`config.mk`:
```
export PLATFORM = sky130hd
export DESIGN_NAME = first_fit_block_allocator_top
export DESIGN_NICKNAME = d
export VERILOG_FILES = /design/src/rtl/ffba_pkg.sv /design/src/rtl/ffba_ram.sv /design/src/rtl/ffba_ctrl.sv /design/src/rtl/ffba_dp.sv /design/src/rtl/first_fit_block_allocator_top.sv
export SDC_FILE = /design/constraint.sdc
export NUM_CORES = 2
export LEC_CHECK = 0
export ABC_AREA = 1
export BUFFER_PORTS_ARGS = -buffer_cell sky130_fd_sc_hd__buf_2
export CORE_MARGIN = 3
export CORE_UTILIZATION = 31
export DETAILED_ROUTE_END_ITERATION = 6
export SKIP_CTS_REPAIR_TIMING = 1
export SLEW_MARGIN = 5
export SYNTH_ARGS = -nofsm -noshare
export SYNTH_HDL_FRONTEND = slang
export SYNTH_SLANG_ARGS = --single-unit
export TNS_END_PERCENT = 5
```
`constraint.sdc`:
```
create_clock -name clk -period 6.1 [get_ports clk]
set_input_delay 0.305 -clock clk [delete_from_list [all_inputs] [get_ports clk]]
set_output_delay 0.305 -clock clk [all_outputs]
set_load 0.01 [all_outputs]
```
`src/rtl/ffba_pkg.sv`:
```
package ffba_pkg;

    localparam logic [1:0] OP_ALLOC  = 2'd0;
    localparam logic [1:0] OP_ERASE  = 2'd1;
    localparam logic [1:0] OP_DEFRAG = 2'd2;

    localparam logic [2:0] STAT_ALLOC_OK  = 3'd0;
    localparam logic [2:0] STAT_NO_SPACE  = 3'd1;
    localparam logic [2:0] STAT_ERASE_OK  = 3'd2;
    localparam logic [2:0] STAT_ILLEGAL   = 3'd3;
    localparam logic [2:0] STAT_DEFRAG    = 3'd4;
    localparam logic [2:0] STAT_EXHAUSTED = 3'd5;

    localparam logic [7:0] MEM_SIZE_RESET = 8'd128;

    typedef struct packed {
        logic [1:0] op;
        logic [7:0] alloc_size;
        logic [9:0] erase_id;
    } req_t;

    typedef struct packed {
        logic [2:0] status;
        logic [9:0] block_id;
    } rsp_t;

    typedef enum logic [2:0] {
        S_CLEAR,
        S_IDLE,
        S_DECIDE,
        S_A_SCAN,
        S_A_FILL,
        S_E_SCAN,
        S_D_SCAN,
        S_D_ZERO
    } state_t;

    typedef struct packed {
        logic       load;
        logic       rd_en;
        logic       alloc_chk;
        logic       erase_chk;
        logic       defrag_chk;
        logic       fill_id;
        logic       fill_zero;
        logic       emit;
        logic [2:0] status;
    } cmd_t;

    typedef struct packed {
        logic [1:0] op;
        logic       exhausted;
        logic       size_bad;
        logic       id_zero;
        logic       rd_done;
        logic       pvalid;
        logic       fit;
        logic       found;
        logic       fill_done;
    } stat_t;

endpackage

```
`src/rtl/ffba_ram.sv`:
```
module ffba_ram #(
    parameter int WIDTH = 10,
    parameter int DEPTH = 128
) (
    input  logic                                  clk,
    input  logic                                  we,
    input  logic [(DEPTH > 1 ? $clog2(DEPTH) : 1)-1:0] waddr,
    input  logic [WIDTH-1:0]                      wdata,
    input  logic [(DEPTH > 1 ? $clog2(DEPTH) : 1)-1:0] raddr,
    output logic [WIDTH-1:0]                      rdata
);

    logic [WIDTH-1:0] mem [0:DEPTH-1];

    always_ff @(posedge clk)
    begin
        if (we)
        begin
            mem[waddr] <= wdata;
        end
        rdata <= mem[raddr];
    end

endmodule

```
`src/rtl/ffba_ctrl.sv`:
```
module ffba_ctrl (
    input  logic            clk,
    input  logic            rst_n,
    input  logic            start,
    input  ffba_pkg::stat_t stat,
    output ffba_pkg::cmd_t  cmd,
    output logic            busy
);

    ffba_pkg::state_t state_reg;
    ffba_pkg::state_t state_next;

    always_ff @(posedge clk or negedge rst_n)
    begin
        if (!rst_n)
        begin
            state_reg <= ffba_pkg::S_CLEAR;
        end
        else
        begin
            state_reg <= state_next;
        end
    end

    always_comb
    begin
        state_next = state_reg;
        case (state_reg)
            ffba_pkg::S_CLEAR:
            begin
                if (stat.fill_done)
                begin
                    state_next = ffba_pkg::S_IDLE;
                end
            end
            ffba_pkg::S_IDLE:
            begin
                if (start)
                begin
                    state_next = ffba_pkg::S_DECIDE;
                end
            end
            ffba_pkg::S_DECIDE:
            begin
                case (stat.op)
                    ffba_pkg::OP_ALLOC:
                    begin
                        if (stat.exhausted || stat.size_bad)
                        begin
                            state_next = ffba_pkg::S_IDLE;
                        end
                        else
                        begin
                            state_next = ffba_pkg::S_A_SCAN;
                        end
                    end
                    ffba_pkg::OP_ERASE:
                    begin
                        if (stat.id_zero)
                        begin
                            state_next = ffba_pkg::S_IDLE;
                        end
                        else
                        begin
                            state_next = ffba_pkg::S_E_SCAN;
                        end
                    end
                    default:
                    begin
                        state_next = ffba_pkg::S_D_SCAN;
                    end
                endcase
            end
            ffba_pkg::S_A_SCAN:
            begin
                if (stat.fit)
                begin
                    state_next = ffba_pkg::S_A_FILL;
                end
                else if (stat.rd_done && !stat.pvalid)
                begin
                    state_next = ffba_pkg::S_IDLE;
                end
            end
            ffba_pkg::S_A_FILL:
            begin
                if (stat.fill_done)
                begin
                    state_next = ffba_pkg::S_IDLE;
                end
            end
            ffba_pkg::S_E_SCAN:
            begin
                if (stat.rd_done && !stat.pvalid)
                begin
                    state_next = ffba_pkg::S_IDLE;
                end
            end
            ffba_pkg::S_D_SCAN:
            begin
                if (stat.rd_done && !stat.pvalid)
                begin
                    state_next = ffba_pkg::S_D_ZERO;
                end
            end
            ffba_pkg::S_D_ZERO:
            begin
                if (stat.fill_done)
                begin
                    state_next = ffba_pkg::S_IDLE;
                end
            end
            default:
            begin
                state_next = ffba_pkg::S_IDLE;
            end
        endcase
    end

    always_comb
    begin
        cmd        = '0;
        cmd.status = ffba_pkg::STAT_NO_SPACE;
        busy       = (state_reg != ffba_pkg::S_IDLE);
        case (state_reg)
            ffba_pkg::S_CLEAR:
            begin
                cmd.fill_zero = !stat.fill_done;
            end
            ffba_pkg::S_IDLE:
            begin
                cmd.load = start;
            end
            ffba_pkg::S_DECIDE:
            begin
                case (stat.op)
                    ffba_pkg::OP_ALLOC:
                    begin
                        if (stat.exhausted)
                        begin
                            cmd.emit   = 1'b1;
                            cmd.status = ffba_pkg::STAT_EXHAUSTED;
                        end
                        else if (stat.size_bad)
                        begin
                            cmd.emit   = 1'b1;
                            cmd.status = ffba_pkg::STAT_NO_SPACE;
                        end
                    end
                    ffba_pkg::OP_ERASE:
                    begin
                        if (stat.id_zero)
                        begin
                            cmd.emit   = 1'b1;
                            cmd.status = ffba_pkg::STAT_ILLEGAL;
                        end
                    end
                    default:
                    begin
                        cmd.emit = 1'b0;
                    end
                endcase
            end
            ffba_pkg::S_A_SCAN:
            begin
                cmd.rd_en     = !stat.fit;
                cmd.alloc_chk = !stat.fit;
                if (!stat.fit && stat.rd_done && !stat.pvalid)
                begin
                    cmd.emit   = 1'b1;
                    cmd.status = ffba_pkg::STAT_NO_SPACE;
                end
            end
            ffba_pkg::S_A_FILL:
            begin
                if (stat.fill_done)
                begin
                    cmd.emit   = 1'b1;
                    cmd.status = ffba_pkg::STAT_ALLOC_OK;
                end
                else
                begin
                    cmd.fill_id = 1'b1;
                end
            end
            ffba_pkg::S_E_SCAN:
            begin
                cmd.rd_en     = 1'b1;
                cmd.erase_chk = 1'b1;
                if (stat.rd_done && !stat.pvalid)
                begin
                    cmd.emit   = 1'b1;
                    cmd.status = stat.found ? ffba_pkg::STAT_ERASE_OK
                                            : ffba_pkg::STAT_ILLEGAL;
                end
            end
            ffba_pkg::S_D_SCAN:
            begin
                cmd.rd_en      = 1'b1;
                cmd.defrag_chk = 1'b1;
            end
            ffba_pkg::S_D_ZERO:
            begin
                if (stat.fill_done)
                begin
                    cmd.emit   = 1'b1;
                    cmd.status = ffba_pkg::STAT_DEFRAG;
                end
                else
                begin
                    cmd.fill_zero = 1'b1;
                end
            end
            default:
            begin
                cmd = '0;
            end
        endcase
    end

`ifndef ASSERT_OFF
    a_decide_follows_accept: assert property (@(posedge clk) disable iff (!rst_n)
        (state_reg == ffba_pkg::S_DECIDE) |-> $past(start && state_reg == ffba_pkg::S_IDLE))
        else $error("decide without an accepted transfer");

    a_emit_then_idle: assert property (@(posedge clk) disable iff (!rst_n)
        cmd.emit |=> (state_reg == ffba_pkg::S_IDLE))
        else $error("result issued but controller not idle");

    a_idle_holds: assert property (@(posedge clk) disable iff (!rst_n)
        (state_reg == ffba_pkg::S_IDLE && !start) |=> (state_reg == ffba_pkg::S_IDLE))
        else $error("controller left idle without a transfer");
`endif

endmodule

```
`src/rtl/ffba_dp.sv`:
```
module ffba_dp #(
    parameter int MEM_CELLS = 128,
    parameter int MAX_IDS   = 1024
) (
    input  logic            clk,
    input  logic            rst_n,
    input  ffba_pkg::req_t  req,
    input  logic            cfg_we,
    input  logic [7:0]      cfg_wdata,
    input  ffba_pkg::cmd_t  cmd,
    output ffba_pkg::stat_t stat,
    output logic            done,
    output ffba_pkg::rsp_t  result
);

    localparam int CW    = $clog2(MEM_CELLS + 1);
    localparam int AW    = (MEM_CELLS > 1) ? $clog2(MEM_CELLS) : 1;
    localparam int ID_W  = $clog2(MAX_IDS);
    localparam int SW    = (CW > 8) ? CW : 8;
    localparam int CMP_W = (ID_W > 10) ? ID_W : 10;

    logic [7:0]      mem_size_reg;
    logic [ID_W-1:0] last_id_reg;
    logic [CW-1:0]   idx_reg;
    logic [CW-1:0]   wr_reg;
    logic [CW-1:0]   end_reg;
    logic [CW-1:0]   run_reg;
    logic            pvalid_reg;
    logic            fit_reg;
    logic            found_reg;
    logic            done_reg;

    ffba_pkg::req_t  req_reg;
    ffba_pkg::rsp_t  result_reg;
    logic [CW-1:0]   limit_reg;
    logic [AW-1:0]   pidx_reg;

    logic [CW-1:0]   n_eff;
    logic [ID_W-1:0] new_id;
    logic [CW-1:0]   run_inc;
    logic [CW-1:0]   pidx_inc;
    logic            rd_go;
    logic            owner_zero;
    logic            id_match;

    logic            ram_we;
    logic [AW-1:0]   ram_waddr;
    logic [ID_W-1:0] ram_wdata;
    logic [ID_W-1:0] ram_rdata;

    ffba_ram #(
        .WIDTH(ID_W),
        .DEPTH(MEM_CELLS)
    ) u_cells (
        .clk  (clk),
        .we   (ram_we),
        .waddr(ram_waddr),
        .wdata(ram_wdata),
        .raddr(idx_reg[AW-1:0]),
        .rdata(ram_rdata)
    );

    assign n_eff = (SW'(mem_size_reg) < SW'(MEM_CELLS)) ? CW'(mem_size_reg) : CW'(MEM_CELLS);
    assign new_id     = last_id_reg + ID_W'(1);
    assign run_inc    = run_reg + CW'(1);
    assign pidx_inc   = CW'(pidx_reg) + CW'(1);
    assign rd_go      = cmd.rd_en && (idx_reg != limit_reg);
    assign owner_zero = (ram_rdata == '0);
    assign id_match   = (CMP_W'(ram_rdata) == CMP_W'(req_reg.erase_id));

    always_comb
    begin
        stat.op        = req_reg.op;
        stat.exhausted = (last_id_reg == ID_W'(MAX_IDS - 1));
        stat.size_bad  = (req_reg.alloc_size == 8'd0)
                      || (SW'(req_reg.alloc_size) > SW'(limit_reg));
        stat.id_zero   = (req_reg.erase_id == 10'd0);
        stat.rd_done   = (idx_reg == limit_reg);
        stat.pvalid    = pvalid_reg;
        stat.fit       = fit_reg;
        stat.found     = found_reg;
        stat.fill_done = (wr_reg == end_reg);
    end

    always_comb
    begin
        ram_we    = 1'b0;
        ram_waddr = wr_reg[AW-1:0];
        ram_wdata = '0;
        if (cmd.erase_chk && pvalid_reg && id_match)
        begin
            ram_we    = 1'b1;
            ram_waddr = pidx_reg;
        end
        if (cmd.defrag_chk && pvalid_reg && !owner_zero)
        begin
            ram_we    = 1'b1;
            ram_wdata = ram_rdata;
        end
        if (cmd.fill_id)
        begin
            ram_we    = 1'b1;
            ram_wdata = new_id;
        end
        if (cmd.fill_zero)
        begin
            ram_we = 1'b1;
        end
    end

    always_ff @(posedge clk or negedge rst_n)
    begin
        if (!rst_n)
        begin
            mem_size_reg <= ffba_pkg::MEM_SIZE_RESET;
            last_id_reg  <= '0;
            idx_reg      <= '0;
            wr_reg       <= '0;
            end_reg      <= CW'(MEM_CELLS);
            run_reg      <= '0;
            pvalid_reg   <= 1'b0;
            fit_reg      <= 1'b0;
            found_reg    <= 1'b0;
            done_reg     <= 1'b0;
        end
        else
        begin
            done_reg <= cmd.emit;
            if (cfg_we)
            begin
                mem_size_reg <= cfg_wdata;
            end
            if (cmd.load)
            begin
                idx_reg    <= '0;
                wr_reg     <= '0;
                end_reg    <= n_eff;
                run_reg    <= '0;
                pvalid_reg <= 1'b0;
                fit_reg    <= 1'b0;
                found_reg  <= 1'b0;
            end
            else
            begin
                pvalid_reg <= rd_go;
                if (rd_go)
                begin
                    idx_reg <= idx_reg + CW'(1);
                end
                if (cmd.alloc_chk && pvalid_reg)
                begin
                    if (!owner_zero)
                    begin
                        run_reg <= '0;
                    end
                    else
                    begin
                        run_reg <= run_inc;
                        if (SW'(run_inc) == SW'(req_reg.alloc_size))
                        begin
                            fit_reg <= 1'b1;
                            wr_reg  <= pidx_inc - CW'(req_reg.alloc_size);
                            end_reg <= pidx_inc;
                        end
                    end
                end
                if (cmd.erase_chk && pvalid_reg && id_match)
                begin
                    found_reg <= 1'b1;
                end
                if ((cmd.defrag_chk && pvalid_reg && !owner_zero)
                    || cmd.fill_id || cmd.fill_zero)
                begin
                    wr_reg <= wr_reg + CW'(1);
                end
                if (cmd.emit && (cmd.status == ffba_pkg::STAT_ALLOC_OK))
                begin
                    last_id_reg <= new_id;
                end
            end
        end
    end

    always_ff @(posedge clk)
    begin
        if (cmd.load)
        begin
            req_reg   <= req;
            limit_reg <= (req.op == ffba_pkg::OP_ERASE) ? CW'(MEM_CELLS) : n_eff;
        end
        if (rd_go)
        begin
            pidx_reg <= idx_reg[AW-1:0];
        end
        if (cmd.emit)
        begin
            result_reg.status   <= cmd.status;
            result_reg.block_id <= (cmd.status == ffba_pkg::STAT_ALLOC_OK) ? 10'(new_id)
                                                                          : 10'd0;
        end
    end

    assign done   = done_reg;
    assign result = result_reg;

`ifndef ASSERT_OFF
    a_fill_in_range: assert property (@(posedge clk) disable iff (!rst_n)
        (cmd.fill_id || cmd.fill_zero) |-> (wr_reg < end_reg))
        else $error("fill pointer past end of run");

    a_no_back_to_back_done: assert property (@(posedge clk) disable iff (!rst_n)
        done_reg |=> !done_reg)
        else $error("two results in consecutive cycles");

    a_id_bound: assert property (@(posedge clk) disable iff (!rst_n)
        (cmd.emit && cmd.status == ffba_pkg::STAT_ALLOC_OK)
        |-> (last_id_reg != ID_W'(MAX_IDS - 1)))
        else $error("id allocated past the last id");

    a_defrag_compacts: assert property (@(posedge clk) disable iff (!rst_n)
        (cmd.defrag_chk && pvalid_reg) |-> (wr_reg <= CW'(pidx_reg)))
        else $error("compaction write ahead of read");
`endif

endmodule

```
`src/rtl/first_fit_block_allocator_top.sv`:
```
// Channel   Handshake          Payload
// command   start / busy       req (op, alloc_size, erase_id)
// result    done strobe        result (status, block_id)
// config    cfg_we             cfg_wdata (mem_size)
//
// An item is taken when start is high and busy low; done is high for one
// cycle with its result. With n = min(mem_size, MEM_CELLS), alloc scans up
// to n cells then fills alloc_size, erase scans all MEM_CELLS, defragment
// compacts and zeroes up to n; the single cell RAM port pair handles one
// cell per cycle. After reset a clearing pass zeroes every cell, busy high.
// The receiver cannot stall; done never repeats in back-to-back cycles.
module first_fit_block_allocator_top #(
    parameter int MEM_CELLS = 128,
    parameter int MAX_IDS   = 1024
) (
    input  logic           clk,
    input  logic           rst_n,
    input  logic           start,
    output logic           busy,
    input  ffba_pkg::req_t req,
    output logic           done,
    output ffba_pkg::rsp_t result,
    input  logic           cfg_we,
    input  logic [7:0]     cfg_wdata
);

    ffba_pkg::cmd_t  cmd;
    ffba_pkg::stat_t stat;

    ffba_ctrl u_ctrl (
        .clk  (clk),
        .rst_n(rst_n),
        .start(start),
        .stat (stat),
        .cmd  (cmd),
        .busy (busy)
    );

    ffba_dp #(
        .MEM_CELLS(MEM_CELLS),
        .MAX_IDS  (MAX_IDS)
    ) u_dp (
        .clk      (clk),
        .rst_n    (rst_n),
        .req      (req),
        .cfg_we   (cfg_we),
        .cfg_wdata(cfg_wdata),
        .cmd      (cmd),
        .stat     (stat),
        .done     (done),
        .result   (result)
    );

endmodule
```
# ---- Word level (Yosys, flattened, before mapping)
# Memory sizes are Yosys's and may differ from the RTL's. A register that Yosys moved wholly into a read port is not among the register bits.
# Index checks and enable logic that the tools add are counted.
dict set report totals {
  elab_cells 144
  out_inout_bits 15
  register_bits 105
  in_bits 32
  mem_count 1
  mem_bits_rw 1280
}
# memory depth word_bits read_ports rd_ports_with_merged_regs wr line_no
set memory_table {}
lappend memory_table {u_dp.u_cells.mem 128 10 1 1 1 ffba_ram.sv:13} ;# logic [WIDTH-1:0] mem [0:DEPTH-1];
dict set report classes {
  n_eq_ne 19
  n_reduce_logical 38
  mux 59
  n_bitwise 1
  magnitude_cmp 2
  addsub 6
}
# operator n
set op_table {}
lappend op_table {{$mux W8} 15}
lappend op_table {{$mux W4} 7}
lappend op_table {{$add A8 B1 Y8 const B} 3}
lappend op_table {{$eq A8 B8 Y1} 3}
lappend op_table {{$logic_not A10 Y1} 2}
lappend op_table {{$mux W1} 20}
lappend op_table {{$mux W10} 2}
lappend op_table {{$pmux W4 S5} 1}
lappend op_table {{$mux W3} 6}
lappend op_table {{$pmux W3 S6} 1}
lappend op_table {{$eq A3 B3 Y1 const B} 4}
lappend op_table {{$pmux W3 S2} 2}
lappend op_table {{$add A10 B1 Y10 const B} 1}
lappend op_table {{$eq A10 B10 Y1} 1}
lappend op_table {{$eq A10 B10 Y1 const B} 1}
lappend op_table {{$logic_and A1 B1 Y1} 10}
lappend op_table {{$reduce_bool A2 Y1} 5}
lappend op_table {{$reduce_and A3 Y1} 3}
lappend op_table {{$reduce_bool A3 Y1} 3}
lappend op_table {{$add A7 B1 Y8 const B} 1}
lappend op_table {{$gt A8 B8 Y1} 1}
lappend op_table {{$logic_not A8 Y1} 1}
lappend op_table {{$lt A8 B8 Y1 const B} 1}
lappend op_table {{$ne A8 B8 Y1} 1}
lappend op_table {{18 further kinds} 30}

# ---- Longest topological paths before layout
dict set report logic_depth {
  depth_word 10
  ltp_mapped 19
  ltp_nobuf 18
}

# ---- Modules after synthesis
# Synthesis repeated with hierarchy kept, for this count alone.
dict set report hier_totals {
  hier_cells 5185
  hier_area_um2 58464.8
}
# mod cells_per_inst instances area_each_um2 seq_area_each_um2
set by_module_without_submodules {}
lappend by_module_without_submodules {ffba_ram 4419 1 52206.3 38637.1}
lappend by_module_without_submodules {ffba_dp 679 1 5724.2 2795.2}
lappend by_module_without_submodules {ffba_ctrl 87 1 534.3 75.1}

# ---- Least setup slack after synthesis
# OpenSTA, ideal clock, no wires.
dict set report synth_path {
  path_type {flip-flop to flip-flop}
  start {reg u_dp.last_id_reg[0]}
  end {mem u_dp.u_cells.mem[0][8], data pin}
  t_arrival_ps 4723
  slack_ps 481
  period_less_slack_ps 5619
  setup_ps 896
  stages_incl_launch_ff 10
  required_ps 5204
  cell_sequence {dfrtp_1 -> ha_1 -> nand2_1 -> nor2_1 -> nand2_1 -> nor2_1 -> nand2_1 -> xnor2_1 -> inv_1 -> o22ai_1}
}
dict set report synth_between {
  elab_chain_cells 2
}
# item line_no
set synth_lines {}
lappend synth_lines {{start: declaration} ffba_dp.sv:23} ;# logic [ID_W-1:0] last_id_reg;
lappend synth_lines {{start signal: assignment} ffba_dp.sv:178} ;# last_id_reg <= new_id;
lappend synth_lines {{$add A10 B1 Y10} ffba_dp.sv:64} ;# assign new_id = last_id_reg + ID_W'(1);
lappend synth_lines {{$mux W10} ffba_dp.sv:100} ;# if (cmd.fill_id)
lappend synth_lines {{named net u_dp.ram_wdata[8]} ffba_dp.sv:48} ;# logic [ID_W-1:0] ram_wdata;
lappend synth_lines {{end: declaration} ffba_ram.sv:13}
# The timed path passes the listed nets, and every way through them passes these cells.

# ---- Final worst setup path
dict set report layout_path {
  start {reg u_ctrl.state_reg[1]}
  end {mem u_dp.u_cells.mem[80][9] (enable)}
}
dict set report layout_between {
  elab_chain_cells 10
  elab_cells_between_ends 20
}
# item line_no
set layout_lines {}
lappend layout_lines {{start: declaration} ffba_ctrl.sv:10} ;# ffba_pkg::state_t state_reg;
lappend layout_lines {{start signal: assignment} ffba_ctrl.sv:17} ;# state_reg <= ffba_pkg::S_CLEAR;
lappend layout_lines {{start signal: assignment} ffba_ctrl.sv:21} ;# state_reg <= state_next;
lappend layout_lines {{$eq A3 B3 Y1} ffba_ctrl.sv:125} ;# case (state_reg)
lappend layout_lines {{$mux W1} ffba_ctrl.sv:125}
lappend layout_lines {{$logic_and A1 B1 Y1 (2 in series)} ffba_dp.sv:90} ;# if (cmd.erase_chk && pvalid_reg && id_match)
lappend layout_lines {{$mux W1} ffba_dp.sv:90}
lappend layout_lines {{$mux W1} ffba_dp.sv:95} ;# if (cmd.defrag_chk && pvalid_reg && !owner_zero)
lappend layout_lines {{$mux W1} ffba_dp.sv:100}
lappend layout_lines {{$mux W1} ffba_dp.sv:105} ;# if (cmd.fill_zero)
lappend layout_lines {{$mux W1} ffba_ram.sv:17} ;# if (we)
lappend layout_lines {{$mux W1 (implied by the code)} ffba_ram.sv:19} ;# mem[waddr] <= wdata;
# Parallel ways exist; a longest one is shown, timed or not.

==> results by group <==
Drt
  – DRC: 0
  – Met3 WL post-DR: 14700 µm
  – Routed Antenna Nets: 0
  – Avg WL per Cell: 21.0 µm
  – Pre-Repair DR Iteration Count: 5
  – DRT met1 WL: 70300 µm
  – Vias after detailed routing: 39900
  – Final Routed Wirelength: 166000 µm
  – Vias per cell: 5.06
  – DR iter-0 viols: 5067
  – Top Layer Used: met4
  – Met2 wire len: 76300 µm

Floorplanning
  – Starting Density: 31.4%
  – Ports: 47
  – DIE AREA: 194000 µm²
  – Die Y: 441 µm
  – Core Area: 187000 µm²
  – # rows: 158
  – Chip width: 441 µm

Cells and area
  – Max reg flops: 1280
  – Non-Filler Instances: 7879
  – Synth-to-Final Area Change: 14.1%
  – Final core utilization: 35.8%
  – Share of layout cells above drive strength 1: 6.93%
  – Nets: 5333

Clocking
  – Clock slew at reported path FFs: 0.06 ns
  – CTS Root Cell: clkbuf_16
  – Longest Clk Path Bufs: 3
  – CTS sink count: 1395
  – Num CTS Buffers: 146
  – Clock insertion delay at the later pin of the skew report: 0.79 ns
  – CTS tree: yes
  – H-tree depth: 4

STA
  – Final WS setup: 1.80 ns
  – Fin. Hold Viols: 1
  – Final Max Slew Viols: 0
  – Slew @ Worst Pin: 1.25 ns
  – Setup TNS Final: 0 ns
  – # setup viols final: 0
  – RSZ-0062 raised after global routing: no
  – Hold Slack: -0.0138 ns
  – Rel. slew slack: 17.0%
  – Clk_skew: 0.0348 ns
  – Final Cycle Share: 70.5%
  – Period minus WS final: 4.30 ns
  – F_max: 0.232 GHz

Global routing
  – First-pass GRT wire length: 245000 µm
  – GRT overflow: 0
  – Vias in the first global route: 37900
  – All-Layer GR Usage: 16.7%
  – Largest net degree at the start of global routing: 192
  – Initial antenna violation count: 8

Place
  – DP HPWL: 96700 µm
  – PortBufs: 46
  – Placed insts: 7567
  – Setup WS pre-CTS: 1.88 ns
  – Routability-driven placement congestion ratio: 0.883

Setup path
  – CP arrival: 4.69 ns
  – Critical path required time: 6.49 ns
  – Crit end category: flop
  – Critical Path Start Type: flop
  – Critical path peak fanout: 10
  – Crit Path Class: reg2reg

Synthesis
  – Top-count cell post-synth: edfxtp_1
  – Mapped cell area: 58600 µm²
  – Sequential fraction of the synthesis area: 70.9%
  – Asr flop ratio synth: 4.09%
  – Cell variety after synth: 40
  – Area leader, netlist: edfxtp_1
  – Top_reg_cell synth: edfxtp_1
  – Post-synth EDFFs: 1328
  – Synth cell count leaders: edfxtp_1, nor2_1, nand2_1
  – Syn nets: 5320
  – #FFs+latches synth: 1395
  – Avg Inst Size Synth: 11.1 µm²
  – Synth area leaders: edfxtp_1, nor2_1, nand2_1
  – Yosys warning count: 0
  – Post-Synthesis Cells: 5267
  – Share of the synthesized area in the top cell type: 68.1%

Status
  – Violated checks: negative hold slack
  – Status: complete, but fails checks

Worst hold path
  – Min-delay worst type: in2reg

Power and ir drop
  – Pwr/cell area: 417 nW/µm²
  – Leak Pwr: 0.0219 µW
  – Peak supply drop: 0.000335 V
  – Sw power: 9830 µW
  – Sequential Power Share: 40.5%
  – Clock power share: 31.9%
  – Switching Fraction: 35.3%
  – Power Internal: 18000 µW
  – Combinational share of power: 27.6%

Job
  – Maxcap violations: 0
==> final timing paths <==
kind / startpoint / to / slack (ns) / cells past startpoint
max: u_ctrl.state_reg[1] / u_dp.u_cells.mem[80][9] / 1.80 / 13
max in group asynchronous: rst_n / u_dp.idx_reg[0] / 5.24 / 3
max reg2reg: u_ctrl.state_reg[1] / u_dp.u_cells.mem[80][9] / 1.80 / 13
min in group asynchronous: rst_n / u_dp.mem_size_reg[2] / 0.24 / 3
min: start / u_ctrl.state_reg[1] / -0.01 / 6
min reg2reg: u_dp.end_reg[7] / u_dp.end_reg[7] / 0.50 / 2
==> stage by stage <==
stage / instance area, µm² / total power [µW]
floorplan: 58600 / 16200
global placement: 61600 / 19000
detailed placement: 61600 / 19000
CTS: 66400 / 27900
global route: 66800 / 29100
finish: 66800 / 27800
==> area by class of cell <==
type,count,area [µm²]
clock inverter,87,808
clock buffer,179,3980
antenna,1,2.50
tap,2480,3100
sequential,1395,41500
fill,18200,120000
multi-input combinational,3384,15300
timing repair buffer,152,1380
inverter,201,769
==> kinds of logic after synthesis <==
family                   after synthesis  synth area share (%)
adder cells (fa/ha/maj)               21                 0.461
flip-flops                          1395                  70.9
AND/OR/NAND/NOR                     2477                  17.0
XOR/XNOR                              47                 0.703
buffers and inverters                488                  3.34
AO/OA/AOI/OAI                        839                  7.69
==> critical path: stages (launching register included) <==
cell and delay (ns):
dfrtp_1 0.43, inv_2 0.09, nand2_2 0.09, inv_1 0.11, nand2_1 0.08, nor2_1 0.10
nand2_1 0.09, nor2_2 0.20, nand2_1 0.17, nand2_1 0.09, nand2_1 0.08, nor2_1 0.89
nand2_1 0.59, nor2_1 0.87
==> placed cells by master (no fill, tap or decap), drive strengths merged <==
cell	synthesis	routed
diode	0	1
nand2	875	875
dfstp	2	2
o22ai	35	35
nor2	1235	1235
edfxtp	1328	1328
dfxtp	10	10
inv	200	204
o2111ai	2	2
nor3	4	4
buf	93	107
dlygate4sd3	0	45
ha	20	20
fa	1	1
o21a	1	1
dfrtp	55	55
clkinvlp	0	2
xnor2	18	18
nor4	1	1
xor2	29	29
bufinv	0	13
or2	8	8
nand4	23	23
o211ai	89	89
clkinv	1	69
nand3	331	331
o21ai	646	646
o31ai	1	1
a21oi	65	65
clkbuf	194	179
==> power groups by stage <==
stage          registers, µW  clock network [µW]  logic (µW)
3_3_place_gp           11500                   0        7510
2_1_floorplan          11200                   0        4940
6_report               11300                8880        7680
3_5_place_dp           11500                   0        7540
5_1_grt                11300                9410        8390
4_1_cts                11300                9000        7580
==> layer usage <==
metal / GRT usage (%) / up-vias
li1: - / 18300
met1: 23.1 / 19500
met2: 26.6 / 1832
met3: 3.12 / 263
met4: 5.02 / 0
met5: 0 / -
Power figures use the tool's default switching activity.
